<file path="src/design/rgbds_pkg.sv">
`timescale 1ns / 1ps
// ----------------------------------------------------------------------------
// rgbds_pkg
// Shared constants, widths and types for the RGB image difference statistics
// core: lane results, pixel control and the end-of-image snapshot.
// ----------------------------------------------------------------------------
package rgbds_pkg;

  // Build-time sizing.
  localparam int MAX_PIXELS_LOG2 = 22;
  localparam int SAMPLE_BITS     = 16;

  // Fixed port widths.
  localparam int FIELD_W   = 16;
  localparam int OUTLIER_W = 23;

  // One lane per color channel.
  localparam int CHANNELS = 3;

  // Derived widths.
  localparam int DIFF_W  = (SAMPLE_BITS < FIELD_W) ? SAMPLE_BITS : FIELD_W;
  localparam int SQR_W   = 2 * DIFF_W;
  localparam int TALLY_W = MAX_PIXELS_LOG2 + 1;
  localparam int ABS_W   = DIFF_W + MAX_PIXELS_LOG2 + 2;
  localparam int SQ_W    = SQR_W + MAX_PIXELS_LOG2 + 2;
  localparam int DEN_W   = TALLY_W + 2;

  // Result of one channel lane.
  typedef struct packed {
    logic [DIFF_W-1:0] diff;
    logic [SQR_W-1:0]  sq;
  } lane_res_t;

  // Control that travels with a pixel beside the lane results.
  typedef struct packed {
    logic               valid;
    logic               keep;
    logic               last;
    logic [TALLY_W-1:0] tally;
  } pix_ctrl_t;

  // Totals of one image, handed on when its last pixel has been merged.
  typedef struct packed {
    logic               valid;
    logic [ABS_W-1:0]   abs_sum;
    logic [SQ_W-1:0]    sq_sum;
    logic [DIFF_W-1:0]  max_diff;
    logic [TALLY_W-1:0] outliers;
    logic [DEN_W-1:0]   den;
  } snap_t;

endpackage

</file>
<file path="src/design/rgb_image_diff_statistics_core.sv">
`timescale 1ns / 1ps
// ----------------------------------------------------------------------------
// rgb_image_diff_statistics_core
// Mean absolute error, RMS error, maximum error and outlier count of two RGB
// images in unsigned Q4.12, one pixel pair per word.
//
//   port group   direction  handshake            contents
//   in_*         input      in_valid / in_stall  A and B channels, last flag
//   out_*        output     out_valid/out_stall  mean, rms, max, outliers
//   cfg_*        input      cfg_wr_en            outlier threshold
//
// Pixels that are not the last of an image are taken one per cycle; three
// channel lanes and the merging stage keep pace with that.
// The last pixel holds the input until the image's result is loaded, after
// the bit-serial divider has run twice and the bit-serial square root has
// run; a stalled result register delays that load.
// Reset is synchronous, active low, and clears all totals and the threshold.
// A stalled result does not block the next image until its last pixel.
// ----------------------------------------------------------------------------
module rgb_image_diff_statistics_core (
  input  logic                            clk,
  input  logic                            rst_n,
  // Configuration
  input  logic                            cfg_wr_en,
  input  logic [rgbds_pkg::FIELD_W-1:0]   cfg_wr_data,
  // Input channel
  input  logic                            in_valid,
  output logic                            in_stall,
  input  logic [rgbds_pkg::FIELD_W-1:0]   in_a_red,
  input  logic [rgbds_pkg::FIELD_W-1:0]   in_a_green,
  input  logic [rgbds_pkg::FIELD_W-1:0]   in_a_blue,
  input  logic [rgbds_pkg::FIELD_W-1:0]   in_b_red,
  input  logic [rgbds_pkg::FIELD_W-1:0]   in_b_green,
  input  logic [rgbds_pkg::FIELD_W-1:0]   in_b_blue,
  input  logic                            in_final_pixel,
  // Result channel
  output logic                            out_valid,
  input  logic                            out_stall,
  output logic [rgbds_pkg::FIELD_W-1:0]   out_mean_abs_error,
  output logic [rgbds_pkg::FIELD_W-1:0]   out_rms_error,
  output logic [rgbds_pkg::FIELD_W-1:0]   out_max_abs_error,
  output logic [rgbds_pkg::OUTLIER_W-1:0] out_outlier_pixels
);
  import rgbds_pkg::*;

  localparam logic [TALLY_W-1:0] PIXEL_CAP = TALLY_W'(1) << MAX_PIXELS_LOG2;

  typedef enum logic [2:0] {
    ST_ACC,
    ST_DIV_ABS,
    ST_DIV_SQ,
    ST_ROOT,
    ST_OUT
  } state_t;

  state_t             state_r;
  logic               busy_r;
  logic [FIELD_W-1:0] thr_r;
  logic [TALLY_W-1:0] tally_r;
  pix_ctrl_t          s1_ctrl_r;

  logic               accept;
  logic               keep;
  logic [TALLY_W-1:0] tally_after;

  logic [FIELD_W-1:0] a_ch [CHANNELS];
  logic [FIELD_W-1:0] b_ch [CHANNELS];
  lane_res_t          lane_res [CHANNELS];
  snap_t              snap;

  // End-of-image holding registers.
  logic [SQ_W-1:0]    sq_hold_r;
  logic [DEN_W-1:0]   den_r;
  logic [DIFF_W-1:0]  max_hold_r;
  logic [TALLY_W-1:0] outl_hold_r;
  logic [DIFF_W-1:0]  mean_r;
  logic               den_zero;

  // Shared divider and root unit.
  logic               div_start;
  logic [SQ_W-1:0]    div_num;
  logic [DEN_W-1:0]   div_den;
  logic               div_busy;
  logic               div_done;
  logic [SQ_W-1:0]    div_q;
  logic               sqrt_start;
  logic [SQR_W-1:0]   sqrt_rad;
  logic               sqrt_busy;
  logic               sqrt_done;
  logic [DIFF_W-1:0]  sqrt_root;

  // Result register.
  logic                 out_valid_r;
  logic [FIELD_W-1:0]   out_mean_r;
  logic [FIELD_W-1:0]   out_rms_r;
  logic [FIELD_W-1:0]   out_max_r;
  logic [OUTLIER_W-1:0] out_outl_r;
  logic                 out_free;

  // Input handshake and pixel counting ahead of the lanes.
  assign in_stall    = busy_r;
  assign accept      = in_valid && !busy_r;
  assign keep        = tally_r < PIXEL_CAP;
  assign tally_after = keep ? (tally_r + TALLY_W'(1)) : tally_r;

  // Threshold register.
  always_ff @(posedge clk) begin
    if (!rst_n) begin
      thr_r <= '0;
    end else if (cfg_wr_en) begin
      thr_r <= cfg_wr_data;
    end
  end

  // Pixel tally and control beside the lane stage.
  always_ff @(posedge clk) begin
    if (!rst_n) begin
      tally_r   <= '0;
      s1_ctrl_r <= '0;
    end else begin
      s1_ctrl_r.valid <= accept;
      s1_ctrl_r.keep  <= accept && keep;
      s1_ctrl_r.last  <= in_final_pixel;
      s1_ctrl_r.tally <= tally_after;
      if (accept) begin
        tally_r <= in_final_pixel ? '0 : tally_after;
      end
    end
  end

  // Channel lanes.
  assign a_ch[0] = in_a_red;
  assign a_ch[1] = in_a_green;
  assign a_ch[2] = in_a_blue;
  assign b_ch[0] = in_b_red;
  assign b_ch[1] = in_b_green;
  assign b_ch[2] = in_b_blue;

  for (genvar g = 0; g < CHANNELS; g++) begin : g_lane
    rgbds_lane u_lane (
      .clk  (clk),
      .a_ch (a_ch[g]),
      .b_ch (b_ch[g]),
      .res  (lane_res[g])
    );
  end

  rgbds_merge u_merge (
    .clk       (clk),
    .rst_n     (rst_n),
    .lane      (lane_res),
    .ctrl      (s1_ctrl_r),
    .threshold (thr_r),
    .snap      (snap)
  );

  // Operand selection for the shared divider and the root unit.
  always_comb begin
    div_start  = ((state_r == ST_ACC) && snap.valid) ||
                 ((state_r == ST_DIV_ABS) && div_done);
    div_num    = (state_r == ST_ACC) ? SQ_W'(snap.abs_sum) : sq_hold_r;
    div_den    = (state_r == ST_ACC) ? snap.den : den_r;
    den_zero   = (den_r == '0);
    sqrt_start = (state_r == ST_DIV_SQ) && div_done;
    sqrt_rad   = den_zero ? '0 : div_q[SQR_W-1:0];
    out_free   = !out_valid_r || !out_stall;
  end

  rgbds_div u_div (
    .clk   (clk),
    .rst_n (rst_n),
    .start (div_start),
    .num   (div_num),
    .den   (div_den),
    .busy  (div_busy),
    .done  (div_done),
    .quot  (div_q)
  );

  rgbds_sqrt u_sqrt (
    .clk      (clk),
    .rst_n    (rst_n),
    .start    (sqrt_start),
    .radicand (sqrt_rad),
    .busy     (sqrt_busy),
    .done     (sqrt_done),
    .root     (sqrt_root)
  );

  // End-of-image sequencer and result register.
  always_ff @(posedge clk) begin
    if (!rst_n) begin
      state_r     <= ST_ACC;
      busy_r      <= 1'b0;
      out_valid_r <= 1'b0;
    end else begin
      // A taken result empties the register unless a new one is loaded below.
      if (out_valid_r && !out_stall && (state_r != ST_OUT)) begin
        out_valid_r <= 1'b0;
      end
      if (accept && in_final_pixel) begin
        busy_r <= 1'b1;
      end
      unique case (state_r)
        ST_ACC: begin
          if (snap.valid) begin
            sq_hold_r   <= snap.sq_sum;
            den_r       <= snap.den;
            max_hold_r  <= snap.max_diff;
            outl_hold_r <= snap.outliers;
            state_r     <= ST_DIV_ABS;
          end
        end
        ST_DIV_ABS: begin
          if (div_done) begin
            mean_r  <= den_zero ? '0 : div_q[DIFF_W-1:0];
            state_r <= ST_DIV_SQ;
          end
        end
        ST_DIV_SQ: begin
          if (div_done) begin
            state_r <= ST_ROOT;
          end
        end
        ST_ROOT: begin
          if (sqrt_done) begin
            state_r <= ST_OUT;
          end
        end
        ST_OUT: begin
          if (out_free) begin
            out_valid_r <= 1'b1;
            out_mean_r  <= FIELD_W'(mean_r);
            out_rms_r   <= FIELD_W'(sqrt_root);
            out_max_r   <= FIELD_W'(max_hold_r);
            out_outl_r  <= OUTLIER_W'(outl_hold_r);
            busy_r      <= 1'b0;
            state_r     <= ST_ACC;
          end
        end
        default: begin
          state_r <= ST_ACC;
        end
      endcase
    end
  end

  assign out_valid          = out_valid_r;
  assign out_mean_abs_error = out_mean_r;
  assign out_rms_error      = out_rms_r;
  assign out_max_abs_error  = out_max_r;
  assign out_outlier_pixels = out_outl_r;

  // The input stays closed while an image is being finished.
  assert property (@(posedge clk) disable iff (!rst_n)
    (state_r != ST_ACC) |-> busy_r)
    else $error("input open while image totals are in flight");

  // A snapshot only arrives while the sequencer is waiting for one.
  assert property (@(posedge clk) disable iff (!rst_n)
    snap.valid |-> (state_r == ST_ACC))
    else $error("snapshot arrived while sequencer busy");

  // The shared units are never restarted mid-run.
  assert property (@(posedge clk) disable iff (!rst_n)
    div_start |-> !div_busy)
    else $error("divider started while busy");

  assert property (@(posedge clk) disable iff (!rst_n)
    sqrt_start |-> !sqrt_busy)
    else $error("root unit started while busy");

  // A new result only appears at the end of an image.
  assert property (@(posedge clk) disable iff (!rst_n)
    $rose(out_valid_r) |-> $past(busy_r) && !busy_r)
    else $error("result loaded outside the end of an image");

endmodule

</file>
<file path="src/design/rgbds_lane.sv">
`timescale 1ns / 1ps
// ----------------------------------------------------------------------------
// rgbds_lane
// One channel lane: absolute difference of two samples and its square,
// both registered.
// ----------------------------------------------------------------------------
module rgbds_lane (
  input  logic                            clk,
  input  logic [rgbds_pkg::FIELD_W-1:0]   a_ch,
  input  logic [rgbds_pkg::FIELD_W-1:0]   b_ch,
  output rgbds_pkg::lane_res_t            res
);
  import rgbds_pkg::*;

  logic [DIFF_W-1:0] a_s;
  logic [DIFF_W-1:0] b_s;
  logic [DIFF_W-1:0] diff_nxt;
  lane_res_t         res_r;

  // Only the low sample bits take part.
  always_comb begin
    a_s      = a_ch[DIFF_W-1:0];
    b_s      = b_ch[DIFF_W-1:0];
    diff_nxt = (a_s >= b_s) ? (a_s - b_s) : (b_s - a_s);
  end

  // Register the difference and its square.
  always_ff @(posedge clk) begin
    res_r.diff <= diff_nxt;
    res_r.sq   <= SQR_W'(diff_nxt) * SQR_W'(diff_nxt);
  end

  assign res = res_r;

endmodule

</file>
<file path="src/design/rgbds_merge.sv">
`timescale 1ns / 1ps
// ----------------------------------------------------------------------------
// rgbds_merge
// Merging stage: combines the three lane results of a pixel and accumulates
// the image totals. On the last pixel it hands on a snapshot and clears.
// ----------------------------------------------------------------------------
module rgbds_merge (
  input  logic                          clk,
  input  logic                          rst_n,
  input  rgbds_pkg::lane_res_t          lane [rgbds_pkg::CHANNELS],
  input  rgbds_pkg::pix_ctrl_t          ctrl,
  input  logic [rgbds_pkg::FIELD_W-1:0] threshold,
  output rgbds_pkg::snap_t              snap
);
  import rgbds_pkg::*;

  logic [ABS_W-1:0]   abs_sum_r;
  logic [SQ_W-1:0]    sq_sum_r;
  logic [DIFF_W-1:0]  max_r;
  logic [TALLY_W-1:0] outl_r;

  logic [ABS_W-1:0]   abs_nxt;
  logic [SQ_W-1:0]    sq_nxt;
  logic [DIFF_W-1:0]  max_nxt;
  logic [TALLY_W-1:0] outl_nxt;

  logic [DIFF_W+1:0]  pix_abs;
  logic [SQR_W+1:0]   pix_sq;
  logic [DIFF_W-1:0]  pix_max;
  logic [DIFF_W-1:0]  thr;
  logic               hit;

  snap_t snap_r;

  // Combine the lanes and form the next totals.
  always_comb begin
    pix_abs = '0;
    pix_sq  = '0;
    pix_max = '0;
    for (int c = 0; c < CHANNELS; c++) begin
      pix_abs = pix_abs + (DIFF_W+2)'(lane[c].diff);
      pix_sq  = pix_sq + (SQR_W+2)'(lane[c].sq);
      if (lane[c].diff > pix_max) begin
        pix_max = lane[c].diff;
      end
    end
    thr = threshold[DIFF_W-1:0];
    hit = (thr != '0) && (pix_max > thr);

    abs_nxt  = abs_sum_r;
    sq_nxt   = sq_sum_r;
    max_nxt  = max_r;
    outl_nxt = outl_r;
    if (ctrl.keep) begin
      abs_nxt = abs_sum_r + ABS_W'(pix_abs);
      sq_nxt  = sq_sum_r + SQ_W'(pix_sq);
      if (pix_max > max_r) begin
        max_nxt = pix_max;
      end
      if (hit) begin
        outl_nxt = outl_r + TALLY_W'(1);
      end
    end
  end

  // Accumulators and the snapshot; the divisor is three samples per counted
  // pixel.
  always_ff @(posedge clk) begin
    if (!rst_n) begin
      abs_sum_r    <= '0;
      sq_sum_r     <= '0;
      max_r        <= '0;
      outl_r       <= '0;
      snap_r.valid <= 1'b0;
    end else begin
      snap_r.valid <= ctrl.valid && ctrl.last;
      if (ctrl.valid && ctrl.last) begin
        snap_r.abs_sum  <= abs_nxt;
        snap_r.sq_sum   <= sq_nxt;
        snap_r.max_diff <= max_nxt;
        snap_r.outliers <= outl_nxt;
        snap_r.den      <= DEN_W'(ctrl.tally) * DEN_W'(CHANNELS);
      end
      if (ctrl.valid) begin
        if (ctrl.last) begin
          abs_sum_r <= '0;
          sq_sum_r  <= '0;
          max_r     <= '0;
          outl_r    <= '0;
        end else begin
          abs_sum_r <= abs_nxt;
          sq_sum_r  <= sq_nxt;
          max_r     <= max_nxt;
          outl_r    <= outl_nxt;
        end
      end
    end
  end

  assign snap = snap_r;

endmodule

</file>
<file path="src/design/rgbds_div.sv">
`timescale 1ns / 1ps
// ----------------------------------------------------------------------------
// rgbds_div
// Restoring divider, one quotient bit per cycle. Shared by the mean and the
// mean-square divisions.
// ----------------------------------------------------------------------------
module rgbds_div (
  input  logic                         clk,
  input  logic                         rst_n,
  input  logic                         start,
  input  logic [rgbds_pkg::SQ_W-1:0]   num,
  input  logic [rgbds_pkg::DEN_W-1:0]  den,
  output logic                         busy,
  output logic                         done,
  output logic [rgbds_pkg::SQ_W-1:0]   quot
);
  import rgbds_pkg::*;

  localparam int CNT_W = $clog2(SQ_W + 1);

  logic [SQ_W-1:0]  num_r;
  logic [DEN_W-1:0] den_r;
  logic [DEN_W-1:0] rem_r;
  logic [CNT_W-1:0] cnt_r;
  logic             done_r;

  logic [DEN_W:0]   rem_sh;
  logic             fits;

  // One trial subtraction per cycle.
  always_comb begin
    rem_sh = {rem_r, num_r[SQ_W-1]};
    fits   = rem_sh >= {1'b0, den_r};
  end

  // Iteration control.
  always_ff @(posedge clk) begin
    if (!rst_n) begin
      cnt_r  <= '0;
      done_r <= 1'b0;
    end else begin
      done_r <= (cnt_r == CNT_W'(1));
      if (start) begin
        cnt_r <= CNT_W'(SQ_W);
      end else if (cnt_r != '0) begin
        cnt_r <= cnt_r - CNT_W'(1);
      end
    end
  end

  // Dividend register shifts out numerator bits and takes in quotient bits.
  always_ff @(posedge clk) begin
    if (start) begin
      num_r <= num;
      den_r <= den;
      rem_r <= '0;
    end else if (cnt_r != '0) begin
      num_r <= {num_r[SQ_W-2:0], fits};
      rem_r <= fits ? DEN_W'(rem_sh - {1'b0, den_r}) : DEN_W'(rem_sh);
    end
  end

  assign busy = (cnt_r != '0);
  assign done = done_r;
  assign quot = num_r;

endmodule

</file>
<file path="src/design/rgbds_sqrt.sv">
`timescale 1ns / 1ps
// ----------------------------------------------------------------------------
// rgbds_sqrt
// Digit-by-digit floor square root, one root bit per cycle.
// ----------------------------------------------------------------------------
module rgbds_sqrt (
  input  logic                          clk,
  input  logic                          rst_n,
  input  logic                          start,
  input  logic [rgbds_pkg::SQR_W-1:0]   radicand,
  output logic                          busy,
  output logic                          done,
  output logic [rgbds_pkg::DIFF_W-1:0]  root
);
  import rgbds_pkg::*;

  localparam int CNT_W = $clog2(DIFF_W + 1);

  logic [SQR_W-1:0]  rad_r;
  logic [DIFF_W:0]   rem_r;
  logic [DIFF_W-1:0] root_r;
  logic [CNT_W-1:0]  cnt_r;
  logic              done_r;

  logic [DIFF_W+2:0] rem_sh;
  logic [DIFF_W+2:0] trial;
  logic              fits;

  // Bring down two radicand bits and try the next root bit.
  always_comb begin
    rem_sh = {rem_r, rad_r[SQR_W-1 -: 2]};
    trial  = {1'b0, root_r, 2'b01};
    fits   = rem_sh >= trial;
  end

  // Iteration control.
  always_ff @(posedge clk) begin
    if (!rst_n) begin
      cnt_r  <= '0;
      done_r <= 1'b0;
    end else begin
      done_r <= (cnt_r == CNT_W'(1));
      if (start) begin
        cnt_r <= CNT_W'(DIFF_W);
      end else if (cnt_r != '0) begin
        cnt_r <= cnt_r - CNT_W'(1);
      end
    end
  end

  // Datapath.
  always_ff @(posedge clk) begin
    if (start) begin
      rad_r  <= radicand;
      rem_r  <= '0;
      root_r <= '0;
    end else if (cnt_r != '0) begin
      rad_r  <= {rad_r[SQR_W-3:0], 2'b00};
      rem_r  <= fits ? (DIFF_W+1)'(rem_sh - trial) : (DIFF_W+1)'(rem_sh);
      root_r <= {root_r[DIFF_W-2:0], fits};
    end
  end

  assign busy = (cnt_r != '0);
  assign done = done_r;
  assign root = root_r;

endmodule
</file>
<file path="config.mk">
export PLATFORM = sky130hd
export DESIGN_NAME = rgb_image_diff_statistics_core
export DESIGN_NICKNAME = d
export VERILOG_FILES = /design/src/design/rgbds_pkg.sv /design/src/design/rgb_image_diff_statistics_core.sv /design/src/design/rgbds_lane.sv /design/src/design/rgbds_merge.sv /design/src/design/rgbds_div.sv /design/src/design/rgbds_sqrt.sv
export SDC_FILE = /design/constraint.sdc
export NUM_CORES = 2
export LEC_CHECK = 0
export ABC_CLOCK_PERIOD_IN_PS = 13450
export BUFFER_PORTS_ARGS = -buffer_cell sky130_fd_sc_hd__clkbuf_2
export CORE_UTILIZATION = 45
export CTS_CLUSTER_SIZE = 14
export DETAILED_ROUTE_END_ITERATION = 6
export GPL_ROUTABILITY_DRIVEN = 0
export GPL_TIMING_DRIVEN = 0
export SLEW_MARGIN = 10
export SYNTH_ARGS = -nofsm -noshare
export SYNTH_HDL_FRONTEND = slang
export SYNTH_SLANG_ARGS = --single-unit
export TNS_END_PERCENT = 5
</file>
<file path="constraint.sdc">
create_clock -name clk -period 13.45 [get_ports clk]
set_input_delay 2.69 -clock clk [delete_from_list [all_inputs] [get_ports clk]]
set_output_delay 2.69 -clock clk [all_outputs]
set_load 0.02 [all_outputs]
</file>
==> summary.txt <==
outcome = finished clean
Critical Path Stages = 35
Initial DRT Pass Iterations = 5
skew final = 46.9 ps
layout cell share with drive strength beyond 1 = 0.0755
Fillers = 14.1k
Post-synth EDFFs = 480
CP Data Required Time = 13990 ps
wl on met1 = 76.4 mm
Wirelength per Cell = 18.3 um
grt total ovfl = 0
Vias = 51.3k
Crit. Startpoint = in_a_red[0]
largest net degree at the start of global routing = 62
CTS root buf = clkbuf_16
initial antenna violation count = 2
CTS sink cnt = 895
detailed-route wire length = 176 mm
maximum clock frequency = 0.0804 GHz
Chip Width = 394 um
CP Max Fanout = 10
Cell Area, Synth = 69100 um2
RR Startpoint = g_lane[0].u_lane.res[46]$_DFF_P_
Final period util = 0.925
Met2 Wirelength = 85.8 mm
ant diodes = 0
area grow syn2layout = 10.3%
Synth top area share = 0.208
CP delay by family, top = adder cells
htree depth = 3
Max stage delay on crit path = 910 ps
IO Count = 191
# rows = 143
unrepaired setup endpoints after global routing = no
hpwl dp = 140 mm
Hold-fix buffers, CTS = 0
CTS clk-pin slew, worst paths = 60 ps
multi-input logic area = 41500 um2
Critical path buffers and inverters = 9
crit path capture type = register
Worst-Margin Slew = 1260 ps
global-route wire length before repair = 280 mm
Register Area = 22700 um2
reg2reg end = u_merge.outl_r[20]$_SDFFE_PN0P_
Worst EP arrival = 12980 ps
WL met3 = 7.94 mm
worst hold path class = reg -> reg
Initial Util = 0.454
Final nets = 8752
register area share after synthesis = 0.329
CP Class = in -> reg
Yosys reg bits = 895
Worst-Skew Late Latency = 700 ps
CP Launch Type = input port
slowest CP cell = xnor2_1
port bufs = 188
post-route insts no fill = 9581
Die H = 394 um
Synthesis Warnings = 0
vias in the first global route = 51.8k
via/cell ratio = 5.36
Reg2Reg Depth = 29
CTS Buffer Depth = 3
Setup violations, final = 0
die area = 155000 um2
CP Capture Point = g_lane[0].u_lane.res[30]$_DFF_P_
Area contributors post-synth = edfxtp_1 (21%), fa_1 (15%), dfxtp_1 (12%)
placed cell count = 9399
uppermost layer routed = met4
setup slack, reg-to-reg = 5100 ps
Post-Syn Area per Cell = 9.64 um2
Syn Nets = 8456
Yosys cell types = 105
Routed Antenna Nets = 0
# Post-CTS Setup Buffers = 0
max-cap violation count = 0
top cells by count, synth = inv_1 (1027), ha_1 (655), nand2_1 (567)
Post-CTS Resized = 0
leading area contributor after synthesis = edfxtp_1
Final min period = 12440 ps
Max transition margin = 0.155
Starting DRT DRC Count = 2874
Post-route DRC = 0
count leader, synth = inv_1
CTS tree = done
Main synth FF type = edfxtp_1
post-synthesis async set-or-reset flop share = 0
number of CTS-inserted buffers = 96
Final Hold Viols = 0
fin. max-slew vios = 0
synthesized instance count = 7171
Total Routing Usage GR = 0.226
core area = 152000 um2
## cell type report
type / count / area share
Multi-Input combinational cell: 4977 / 0.544
Buffer: 248 / 0.0132
Inverter: 1051 / 0.0517
Tap cell: 2030 / 0.0333
Clock buffer: 129 / 0.0347
Timing Repair Buffer: 198 / 0.0155
Sequential cell: 895 / 0.298
Clock inverter: 53 / 0.00986
## metal layers
layer,GRT usage,vias up
met4,0.0714,0
met5,0,-
met2,0.396,1215
met3,0.0236,284
li1,-,24899
met1,0.291,24920
## metrics by stage
step,utilization,TNS (ps),hold WS [ps],area (um2),setup slack (ps)
3_5_place_dp,0.479,0,405,72900,339
6_report,0.501,0,403,76300,1010
2_1_floorplan,-,0,400,69100,2480
3_3_place_gp,0.477,-243740,400,72600,-1540
4_1_cts,0.501,0,402,76300,1040
5_1_grt,0.501,0,404,76300,415
## worst min path at each step
stage	slack [ps]	start	end	depth (start not counted)
2_1_floorplan	400	u_merge.snap[48]$_DFFE_PP_	max_hold_r[0]$_DFFE_PP_	0
3_3_place_gp	400	mean_r[7]$_SDFFCE_PP0P_	out_mean_abs_error[7]$_DFFE_PP_	0
3_5_place_dp	400	mean_r[10]$_SDFFCE_PP0P_	out_mean_abs_error[10]$_DFFE_PP_	0
4_1_cts	400	u_merge.snap[83]$_DFFE_PP_	sq_hold_r[19]$_DFFE_PP_	0
5_1_grt	400	u_merge.snap[83]$_DFFE_PP_	sq_hold_r[19]$_DFFE_PP_	0
6_report	400	u_merge.snap[99]$_DFFE_PP_	sq_hold_r[35]$_DFFE_PP_	0
## flip-flops by register name, indices dropped and copies added (netlist names), 23 cells and up
register            count
g_lane.u_lane.res     138
u_div.rem_r            25
u_div.quot             56
out_outlier_pixels     23
outl_hold_r            23
den_r                  25
u_merge.abs_sum_r      40
u_merge.sq_sum_r       56
u_merge.outl_r         23
s1_ctrl_r              26
u_merge.snap          161
u_sqrt.rad_r           32
u_div.den_r            25
tally_r                23
sq_hold_r              56
## cell usage in the layout (no fill, tap or decap), types with 129 or more instances in the layout
cell      synthesis  layout
a21o_1          152     152
a21oi_1         447     447
clkbuf_1        188     210
clkbuf_2          1     190
dfxtp_1         415     415
edfxtp_1        480     480
fa_1            512     512
ha_1            655     655
inv_1          1027    1026
nand2_1         567     566
nand3_1         129     129
nor2_1          554     553
o21ai_0         310     310
xnor2_1         278     278
## cells by family (layout without fill, tap and decap cells)
family / after synthesis / count (layout) / synth area share
AND/OR/NAND/NOR: 1769 / 1769 / 0.117
AO/OA/AOI/OAI: 1459 / 1459 / 0.135
buffers and inverters: 1299 / 1679 / 0.0715
adder cells (fa/ha/maj): 1167 / 1167 / 0.267
flip-flops: 895 / 895 / 0.329
XOR/XNOR: 398 / 398 / 0.0521
multiplexers: 184 / 184 / 0.0284
Power is left out: the tool's default activity adds up to more than one toggle a clock period on the data nets, which glitch-free logic cannot reach.
